--- config.mk ---
export PLATFORM = sky130hd
export DESIGN_NAME = fhal_front
export DESIGN_NICKNAME = d
export VERILOG_FILES = /design/src/rtl/fhal_pkg.sv /design/src/rtl/fhal_front.sv
export SDC_FILE = /design/constraint.sdc
export NUM_CORES = 1
export LEC_CHECK = 0
export ABC_CLOCK_PERIOD_IN_PS = 40000
export CORE_MARGIN = 5
export CORE_UTILIZATION = 45
export CTS_CLUSTER_DIAMETER = 40
export DETAILED_ROUTE_END_ITERATION = 12
export DONT_BUFFER_PORTS = 1
export PLACE_DENSITY_LB_ADDON = 0.08
export SYNTH_ARGS = -nofsm -noshare
export SYNTH_HDL_FRONTEND = slang
export SYNTH_SLANG_ARGS = --single-unit
export TNS_END_PERCENT = 100
--- constraint.sdc ---
create_clock -name i_clk -period 40 [get_ports i_clk]
set_clock_uncertainty 0.2 [all_clocks]
set_input_delay 8 -clock i_clk [delete_from_list [all_inputs] [get_ports i_clk]]
set_output_delay 8 -clock i_clk [all_outputs]
set_load 0.05 [all_outputs]
--- src/rtl/fhal_pkg.sv ---
// ----------------------------------------------------------------------------
// fhal_pkg
// Shared types and constants of the FNV-hashed answer lookup unit.
// ----------------------------------------------------------------------------
package fhal_pkg;

    localparam logic [31:0] FNV_BASIS = 32'h811c9dc5;
    localparam logic [31:0] FNV_PRIME = 32'h01000193;
    localparam logic [8:0]  POS_MAX   = 9'd511;

    localparam logic OP_INSERT = 1'b0;
    localparam logic OP_LOOKUP = 1'b1;

    localparam logic CFG_KEY_LENGTH = 1'b0;
    localparam logic CFG_KEY_OFFSET = 1'b1;

    localparam logic [1:0] ST_OK       = 2'd0;
    localparam logic [1:0] ST_MISS     = 2'd1;
    localparam logic [1:0] ST_NO_TABLE = 2'd2;
    localparam logic [1:0] ST_FULL     = 2'd3;

    typedef struct packed {
        logic        opcode;
        logic [15:0] table_caid;
        logic [15:0] table_srvid;
        logic [7:0]  data_byte;
        logic        last;
        logic [63:0] answer_high;
        logic [63:0] answer_low;
    } t_in;

    typedef struct packed {
        logic [1:0]  status;
        logic [63:0] result_high;
        logic [63:0] result_low;
    } t_out;

    // one finished key or request, handed from front to back
    typedef struct packed {
        logic         opcode;
        logic [31:0]  tkey;
        logic [31:0]  hash;
        logic         complete;
        logic [63:0]  answer_high;
        logic [63:0]  answer_low;
    } t_desc;

    // request buffer write, front to back
    typedef struct packed {
        logic       we;
        logic [7:0] idx;
        logic [7:0] data;
    } t_rq_wr;

endpackage

--- src/rtl/fhal_front.sv ---
// ----------------------------------------------------------------------------
// fhal_front
// Byte intake: key window selection, FNV-1a hashing, two-deep job queue.
// ----------------------------------------------------------------------------
module fhal_front (
    input  logic           i_clk,
    input  logic           i_rst_n,
    input  logic           i_hold,
    input  logic [7:0]     i_len,
    input  logic [7:0]     i_offset,
    input  logic           i_valid,
    output logic           o_stall,
    input  fhal_pkg::t_in  i_data,
    output fhal_pkg::t_rq_wr o_rq_wr,
    output logic           o_job_valid,
    output fhal_pkg::t_desc o_job,
    input  logic           i_job_pop
);
    import fhal_pkg::*;

    logic [8:0]  r_pos, n_pos;
    logic [31:0] r_hash;
    t_desc       r_q [2];
    logic        r_wptr, r_rptr;
    logic [1:0]  r_cnt;

    logic        acc, push, in_win;
    logic [8:0]  start, diff;
    logic [9:0]  win_end;
    logic [31:0] h_mix, h_next;
    t_desc       job;

    // one shared request buffer: window bytes wait while the engine owns it
    assign o_stall = i_hold || (r_cnt == 2'd2) || ((r_cnt != 2'd0) && in_win);
    assign acc     = i_valid && !o_stall;
    assign push    = acc && i_data.last;

    assign start   = (i_data.opcode == OP_LOOKUP) ? {1'b0, i_offset} : 9'd0;
    assign diff    = r_pos - start;
    assign in_win  = (r_pos >= start) && (diff < {1'b0, i_len});
    assign h_mix   = r_hash ^ {24'd0, i_data.data_byte};
    assign h_next  = in_win ? h_mix * FNV_PRIME : r_hash;
    assign n_pos   = (r_pos < POS_MAX) ? r_pos + 9'd1 : r_pos;
    assign win_end = {1'b0, start} + {2'b00, i_len};

    always_comb begin
        job.opcode      = i_data.opcode;
        job.tkey        = {i_data.table_caid, i_data.table_srvid};
        job.hash        = h_next;
        job.complete    = {1'b0, n_pos} >= win_end;
        job.answer_high = i_data.answer_high;
        job.answer_low  = i_data.answer_low;
    end

    always_comb begin
        o_rq_wr.we   = acc && in_win;
        o_rq_wr.idx  = diff[7:0];
        o_rq_wr.data = i_data.data_byte;
    end

    assign o_job_valid = (r_cnt != 2'd0);
    assign o_job       = r_q[r_rptr];

    always_ff @(posedge i_clk) begin
        if (!i_rst_n) begin
            r_pos  <= '0;
            r_hash <= FNV_BASIS;
            r_wptr <= 1'b0;
            r_rptr <= 1'b0;
            r_cnt  <= '0;
        end else begin
            if (acc) begin
                if (i_data.last) begin
                    r_pos  <= '0;
                    r_hash <= FNV_BASIS;
                end else begin
                    r_pos  <= n_pos;
                    r_hash <= h_next;
                end
            end
            if (push) begin
                r_wptr <= ~r_wptr;
            end
            if (i_job_pop) begin
                r_rptr <= ~r_rptr;
            end
            r_cnt <= r_cnt + {1'b0, push} - {1'b0, i_job_pop};
        end
    end

    always_ff @(posedge i_clk) begin
        if (push) begin
            r_q[r_wptr] <= job;
        end
    end

endmodule

==> impl_metrics.toml <==
[clock_tree]
postCtsSetupBuffers = 0
clock_sinks = 434
cts-htree-levels = 3
clock_latency_ns = 0.59
clkTransAtPathRegs_ns = 0.04
cts_resized = 0
cts_tree = "yes"
root_buffer = "clkbuf_16"
cts_buffers = 69
clockBufferDepth = 3
cts_hold_buf = 0

[worst_setup_path]
crit_type = "in2out"
r2r_slack_ns = 33.09
end_kind = "primary output"
start_kind = "input port"
worstReg2RegEnd = "r_q[0][152]"
reg2reg_from = "r_hash[2]"
path_max_fanout = 26
arrival_ns = 12.91
required_ns = 31.80
worstRegToRegCells = 19
crit_start = "i_data[169]"
timing.critical_path.to = "o_rq_wr[16]"

[detailed_routing]
via_per_inst = 5.38
firstDrtPassIters = 5
postRouteAntennaNets = 0
avgRoutedWirePerCell_um = 24.5
num_vias = 12900
remaining_drc_errors = 0
wl_um = 58600
first_iter_violations = 665

[sta]
slew_headroom = 0.210
min_period_ns = 21.11
rsz0062_at_grt = "no"
report.final.slew_viol_count = 0
fmax_ghz = 0.0474
tightest_slew_ns = 1.19
fin_tns_setup_ns = 0
setup_violations = 0
hold_viol = 0
fin_crit_sh = 0.528

[synthesis]
syn_area_per_cell_um2 = 14.1
yosys.area.top_type = "edfxtp_1"
yosys_warnings = 0
synth_edf_count = 388
ys_seq_area_frac = 0.547
synth.distinct_cells = 66
synth_area_leaders = "edfxtp_1, ha_1, mux2_2, fa_1, dfxtp_1"
synth_nets = 2116
yosys-top-cells-count = "edfxtp_1, ha_1, mux2_2"
yosysTopAreaCellShare = 0.507
ys.flop_type = "edfxtp_1"
synth_most_common_cell = "edfxtp_1"
synthCells = 1629
synth.cell_area_mm2 = 0.0230
synth_seq_cells = 434
async_reset_ff_frac = 0

[placement]
hpwl_um = 43400
portBuffers = 0
routabilityCongestion = 0.861

[cells_and_area]
final_nets = 2150
syn2layout_area_growth_pct = 14.3
drive_above_1_share = 0.211
n_antenna_cell = 0

[floorplanning]
ios = 404
fp-row-count = 82
die_y_um = 236
start_util = 0.456
fp.dieArea_mm2 = 0.0557
die_w_um = 236
core_area_mm2 = 0.0504

[power]
finalPower_mw = 1.66
powerDensity_mw_per_mm2 = 63.3
ir_worst_vdd_v = 0.0000643
p_leak_nw = 10.4

[grt]
grt_usage = 0.206
antenna_found_initial = 2
grt_overflow = 0
grt_max_degree = 167
grt_pass1_wl_um = 86600
grt_pass1_vias = 13000

[outcome]
status = "finished clean"

[flow_run]
max-cap-violations = 0

[hold_path]
holdCritPathClass = "reg2reg"
[worst min-delay path by stage]
stage | startpoint | end | slack (ns) | cells past startpoint
CTS | r_hash[6] | r_hash[6] | 0.31 | 2
global route | r_hash[6] | r_hash[6] | 0.33 | 2
floorplan | r_hash[2] | r_hash[2] | 0.27 | 2
detailed placement | r_rptr | flop | 0.30 | 2
finish | r_rptr | flop | 0.31 | 2
global placement | r_rptr | flop | 0.29 | 2
[through the flow]
step,cells,area [um^2],util,hold WS (ns),setup WS [ns]
after floorplan,1629,23000,-,0.273,19.33
after detailed placement,2264,23700,0.471,0.300,18.90
after CTS,2391,26300,0.522,0.311,18.89
after global routing,2391,26300,0.522,0.335,18.59
after global placement,2264,23700,0.471,0.293,18.95
final,2391,26300,0.522,0.307,18.89
[placed cells by master (no fill, tap or decap), types with 5 or more instances in the layout]
cell type     n
clkinv_16     5
xor2_1       32
fa_1         76
a21oi_1      48
nand3b_1      5
nor2b_1       5
xnor2_1      40
nand3_1      14
nand2_1      58
clkinvlp_4    7
nor3_1        5
clkinv_4      6
a22oi_1       9
inv_1       194
a211o_1       5
dfxtp_1      45
mux2i_1       6
mux2_2      211
bufinv_16     9
and3_1        9
o21ai_0      38
a211oi_1      5
clkinv_2      6
buf_4        12
ha_1        220
nor2_1       48
o21bai_1      5
o211ai_1     10
nand2b_1      5
clkbuf_16    71
and2_1        9
o21a_1        8
a21o_1       21
edfxtp_1    388
inv_6         9
[final cells by class]
cell class / count / area (um^2)
inverter: 195 / 732
tap: 672 / 841
clock buffer: 74 / 1790
fill: 4228 / 24100
clock inverter: 53 / 756
timing repair buffer: 14 / 130
sequential: 434 / 12600
multi-input combinational: 949 / 9470
[flip-flops by register name (all words and copies together) (netlist names), named ones only]
| register | flops |
|---|---|
| r_wptr | 1 |
| r_pos | 9 |
| r_cnt | 2 |
| r_q | 388 |
| r_hash | 32 |
| r_rptr | 1 |
[critical path: stages]
cell and delay (ns):
and2_1 0.16, ha_1 0.18, inv_1 0.06, fa_1 0.43
a21o_1 0.20, a21o_1 0.22, xor2_1 0.85, ha_1 0.41
a21o_1 0.16, a21oi_1 0.13, o21ai_0 0.13, a311oi_1 0.51
o211ai_2 0.18, buf_4 0.26, or3_1 0.59, inv_1 0.43
[logic make-up (layout without fill, tap and decap cells)]
| group | count (synthesis) | after routing | share of synthesized area |
|---|---|---|---|
| simple gates | 178 | 178 | 0.0369 |
| flops | 434 | 434 | 0.547 |
| buf+inv | 246 | 336 | 0.0423 |
| mux | 217 | 217 | 0.106 |
| fa+ha+maj | 296 | 296 | 0.186 |
| xor+xnor | 72 | 72 | 0.0274 |
| compound gates | 186 | 186 | 0.0548 |
[report_power, final]
| part | switching, mW | internal, mW |
|---|---|---|
| Sequential | 0.00619 | 0.507 |
| Combinational | 0.338 | 0.185 |
| Clock | 0.233 | 0.396 |
| Total | 0.577 | 1.09 |
[routing by layer]
metal / vias up / global-route usage / wire length (um)
met5: - / 0 / 27
met4: 4 / 0.0669 / 1850
met3: 98 / 0.0758 / 4840
met2: 412 / 0.333 / 27900
met1: 6393 / 0.260 / 23900
li1: 5966 / - / -
Note: power is estimated with default switching activity, not from simulation.
